## src/rtl/lkvc_pkg.sv

```systemverilog
`timescale 1ns / 1ps
`default_nettype none
package lkvc_pkg;

  typedef enum logic [1:0] {
    OP_LOOKUP = 2'd0,
    OP_INSERT = 2'd1,
    OP_ERASE  = 2'd2,
    OP_NONE   = 2'd3
  } op_e;

  typedef struct packed {
    logic [1:0]  operation;
    logic [63:0] key;
    logic [31:0] price;
  } req_t;

  typedef struct packed {
    logic        hit;
    logic [31:0] value;
    logic        evicted;
    logic [63:0] evicted_key;
  } rsp_t;

  typedef enum logic [2:0] {
    ST_CLEAR,
    ST_IDLE,
    ST_FIND,
    ST_PLAN,
    ST_UPDATE,
    ST_DONE
  } state_e;

  // Commands from the controller to the datapath.
  typedef struct packed {
    logic clear;
    logic load;
    logic scan_start;
    logic scan_step;
    logic plan;
    logic upd_start;
    logic upd_step;
    logic out_load;
  } cmd_t;

  // Status from the datapath to the controller.
  typedef struct packed {
    logic clear_last;
    logic scan_last;
  } sts_t;

endpackage
`default_nettype wire

```

## src/rtl/lkvc_ctrl.sv

```systemverilog
`timescale 1ns / 1ps
`default_nettype none
module lkvc_ctrl (
  input  wire logic           clk_i,
  input  wire logic           rst_ni,
  input  wire logic           in_valid_i,
  output logic                in_stall_o,
  output logic                out_valid_o,
  input  wire logic           out_stall_i,
  input  wire lkvc_pkg::sts_t sts_i,
  output lkvc_pkg::cmd_t      cmd_o
);

  lkvc_pkg::state_e state_q, state_d;

  // Next state.
  always_comb begin
    state_d = state_q;
    unique case (state_q)
      lkvc_pkg::ST_CLEAR:  if (sts_i.clear_last) state_d = lkvc_pkg::ST_IDLE;
      lkvc_pkg::ST_IDLE:   if (in_valid_i) state_d = lkvc_pkg::ST_FIND;
      lkvc_pkg::ST_FIND:   if (sts_i.scan_last) state_d = lkvc_pkg::ST_PLAN;
      lkvc_pkg::ST_PLAN:   state_d = lkvc_pkg::ST_UPDATE;
      lkvc_pkg::ST_UPDATE: if (sts_i.scan_last) state_d = lkvc_pkg::ST_DONE;
      lkvc_pkg::ST_DONE:   if (!out_stall_i) state_d = lkvc_pkg::ST_IDLE;
      default:             state_d = lkvc_pkg::ST_IDLE;
    endcase
  end

  // Outputs.
  always_comb begin
    cmd_o       = '0;
    in_stall_o  = 1'b1;
    out_valid_o = 1'b0;
    unique case (state_q)
      lkvc_pkg::ST_CLEAR:  cmd_o.clear = 1'b1;
      lkvc_pkg::ST_IDLE: begin
        in_stall_o       = 1'b0;
        cmd_o.load       = in_valid_i;
        cmd_o.scan_start = in_valid_i;
      end
      lkvc_pkg::ST_FIND:   cmd_o.scan_step = 1'b1;
      lkvc_pkg::ST_PLAN: begin
        cmd_o.plan      = 1'b1;
        cmd_o.upd_start = 1'b1;
      end
      lkvc_pkg::ST_UPDATE: begin
        cmd_o.upd_step = 1'b1;
        cmd_o.out_load = sts_i.scan_last;
      end
      lkvc_pkg::ST_DONE:   out_valid_o = 1'b1;
      default: begin
      end
    endcase
  end

  always_ff @(posedge clk_i or negedge rst_ni) begin
    if (!rst_ni) begin
      state_q <= lkvc_pkg::ST_CLEAR;
    end else begin
      state_q <= state_d;
    end
  end

endmodule
`default_nettype wire

```

## config.mk

```make
export PLATFORM = sky130hd
export DESIGN_NAME = lkvc_ctrl
export DESIGN_NICKNAME = d
export VERILOG_FILES = /design/src/rtl/lkvc_pkg.sv /design/src/rtl/lkvc_ctrl.sv
export SDC_FILE = /design/constraint.sdc
export NUM_CORES = 1
export LEC_CHECK = 0
export ABC_CLOCK_PERIOD_IN_PS = 1600
export BUFFER_PORTS_ARGS = -buffer_cell sky130_fd_sc_hd__clkbuf_2
export CAP_MARGIN = 25
export CORE_AREA = 4 4 41 43
export CTS_CLUSTER_SIZE = 40
export DETAILED_ROUTE_END_ITERATION = 16
export DIE_AREA = 0 0 45 47
export GPL_ROUTABILITY_DRIVEN = 0
export HOLD_SLACK_MARGIN = 0.08
export SYNTH_ARGS = -nofsm -noshare
export SYNTH_HDL_FRONTEND = slang
export SYNTH_SLANG_ARGS = --single-unit
```

## constraint.sdc

```tcl
create_clock -name clk_i -period 1.6 [get_ports clk_i]
set_input_delay 0.24 -clock clk_i [delete_from_list [all_inputs] [get_ports clk_i]]
set_output_delay 0.24 -clock clk_i [all_outputs]
set_load 0.1 [all_outputs]
```

Yosys cells after proc, flatten, opt, wreduce, memory -nomap -nowiden
Index checks and enable logic that the tools add are counted.
Widths: inputs -> output; s select.
{ "totals": {"register_bits": 3, "inputBits": 6, "elab_cells": 26} }
{ "classes": {"eq_ne": 10, "n_reduce_logical": 2, "muxes": 13} }
{ "op_table": {"columns": ["cell", "n"], "rows": [
  ["$pmux 3 s6", 1],
  ["$mux 3", 5],
  ["$ne 2x2->1 const B", 5],
  ["$eq 3x2->1 const B", 2],
  ["$eq 3x3->1 const B", 2],
  ["$mux 2", 3],
  ["$reduce_and 5->1", 1],
  ["$mux 1", 4],
  ["$eq 3x1->1 const B", 1],
  ["$logic_not 3->1", 1]
]} }

Longest topological paths before layout
{ "depth": {"depth_word": 3, "mapped_depth": 5, "mapped_depth_nobuf": 4} }

Worst setup path before layout
OpenSTA, ideal clock, no wires.
{ "synth_path": {"path_kind": "reg-to-output", "startpoint": "register state_q[1]", "endpoint": "output cmd_o[0] in the netlist's numbering", "required_ps": 1360, "path_slack_ps": -1428, "t_arrival_ps": 2788, "path_stages_with_launch": 4, "cell_sequence": "dfrtp_1 -> nand2b_1 -> nor2_1 -> and2_1"} }
{ "synth_rtl": {"columns": ["item", "line_no", "text"], "rows": [
  ["from (decl)", "lkvc_ctrl.sv:14", "lkvc_pkg::state_e state_q, state_d;"],
  ["from (signal assigned)", "lkvc_ctrl.sv:59", "state_q <= lkvc_pkg::ST_CLEAR;"],
  ["from (signal assigned)", "lkvc_ctrl.sv:61", "state_q <= state_d;"],
  ["to (decl)", "lkvc_ctrl.sv:11", "output lkvc_pkg::cmd_t cmd_o"]
]} }

==> metrics.txt <==
First DRT Iteration DRCs=4; Num CTS Buffers=3; failing checks=setup timing; # Max-Cap Violations=0; WP data required=1.36 ns; Max Freq=613 MHz; Vias=275; CTS tree=done; Core ar.=0.00130 mm²; synthesized area=238 µm²; max reg flops=3; clock latency on the worst-skew pair=0.23 ns; cell count after synthesis=28; vias in the first global route=262; antenna violations before repair=0; Clock Sinks=3; Hold WS=0.340 ns; Post-Layout Cell Count=68; placed insts=59; Synth cell types=19; Final WS setup=-0.0319 ns; post-synthesis sequential area ratio=0.316; Reg area=77.6 µm²; Clk pin slew, worst setup/hold paths=0.04 ns; Routed Antenna Nets=0; gr ovfl total=0; Initial Util=0.183; largest net degree at the start of global routing=5; Yosys warnings=0; FILL cells=130; pre-CTS WS=0.189 ns; Routed Wire Length=701 µm; Clock Skew=0.00332 ns; synthesized area per cell=8.49 µm²; outcome=finished, violations left; Layout area overhead=154%; Arr. time, crit path=1.39 ns; Routed WL per cell=10.3 µm; global-route usage over all layers=0.0759; Max-slew headroom=0.837; Top Registers=state_q x3; area of the multi-input gates=175 µm²; min Tclk post-route=1.63 ns; CP Class=register to primary output; Pins Over Slew Limit=0; Tightest Hold Check Type=input port to async pin; most frequent cells in the layout=buf_12 (10), buf_4 (7), clkbuf_2 (5); crit path max fanout=3; final setup TNS=-0.0627 ns; # IOs=16; global-route wire length before repair=1120 µm; crit share post-route=1.02; drt drc=0; Die Wd=45 µm; net count after synthesis=34; number of synthesized register bits=3; CP Launch Type=register; Via density=4.04; CTS Buffer Depth=2; row cnt=13; Pre-antenna DRT Iters=3; H-tree Lvls=1; hpwl dp=555 µm; DIE HEIGHT=47 µm; commonest non-fill, non-tap cell in the layout=buf_12; layout cells sized above 1=0.736; root buffer cell=clkbuf_4; slew at the pin with the worst max-slew slack=0.245 ns; final setup vio count=2; critical path endpoint category=primary output; Biggest register=state_q; RSZ-0062 raised after global routing=true; port buffer count=15; net total in the final layout=60; final hold vios=0; die area=0.00212 mm²; n_diodes=0
==> path summary, 6_finish.rpt <==
check,start,end,slack [ns],depth (start not counted)
max,state_q[2]$_DFFE_PN0P_,cmd_o[5],-0.03,4
min,rst_ni,state_q[1]$_DFFE_PN0P_,0.34,2
max reg2reg,state_q[0]$_DFFE_PN0P_,state_q[0]$_DFFE_PN0P_,0.20,5
min reg2reg,state_q[0]$_DFFE_PN0P_,state_q[0]$_DFFE_PN0P_,0.61,1
max in group asynchronous,rst_ni,state_q[0]$_DFFE_PN0P_,1.13,2
min in group clk_i,in_valid_i,state_q[0]$_DFFE_PN0P_,0.35,3
==> area by class of cell <==
| type | count | area share |
|---|---|---|
| inverter | 2 | 0.0124 |
| timing repair buffer | 24 | 0.495 |
| clock buffer | 4 | 0.0435 |
| sequential | 3 | 0.128 |
| tap | 15 | 0.0311 |
| multi-input combinational | 20 | 0.290 |
==> critical path: stages (launching register included) <==
cell,delay (ns)
dfrtp_2,0.40
nand2b_4,0.14
or2_4,0.24
nor2_4,0.18
buf_12,0.20
==> cells in the mapped netlist <==
master	number	area share
a211oi_1	1	0.032
nand2_1	1	0.016
nand2b_1	1	0.026
buf_4	2	0.063
or2_2	2	0.053
o22a_1	1	0.037
dfrtp_1	3	0.32
nor2_2	1	0.026
inv_1	2	0.032
nor2b_1	1	0.026
nor3b_2	1	0.053
nor3_1	2	0.042
and2_1	1	0.026
nor4_1	1	0.026
buf_6	1	0.047
and2b_1	1	0.032
o22ai_1	1	0.026
nand2b_4	1	0.058
nor2_1	4	0.063
==> layer usage <==
layer	vias to the layer above	track usage	share of wire	wire, µm
met5	-	0	0	0
met4	0	0.0175	0	0
met3	0	0.0460	0.081	57
met2	11	0.121	0.49	345
met1	123	0.0866	0.42	297
li1	141	-	-	-
==> through the flow <==
step | util | instance area (µm²)
after floorplan | - | 289
after global placement | 0.403 | 524
after detailed placement | 0.403 | 524
after CTS | 0.454 | 591
after global routing | 0.464 | 604
final | 0.464 | 604
==> what timing repair did <==
action | in CTS | in global routing
gates resized for setup | 2 | 3
pin swaps | 2 | 3
setup endpoints to repair | 3 | 7
setup buffers | 3 | 1
hold buffers | 1 | 0
endpoints found under the hold margin | 3 | 0
==> cell families (layout without fill, tap and decap cells) <==
family          after synthesis  after routing  synth area share
compound gates                3              3            0.0948
buf+inv                       5             30             0.142
flops                         3              3             0.316
simple gates                 17             17             0.447
Power is left out: the tool's default activity adds up to more than one toggle a clock period on the data nets, which glitch-free logic cannot reach.
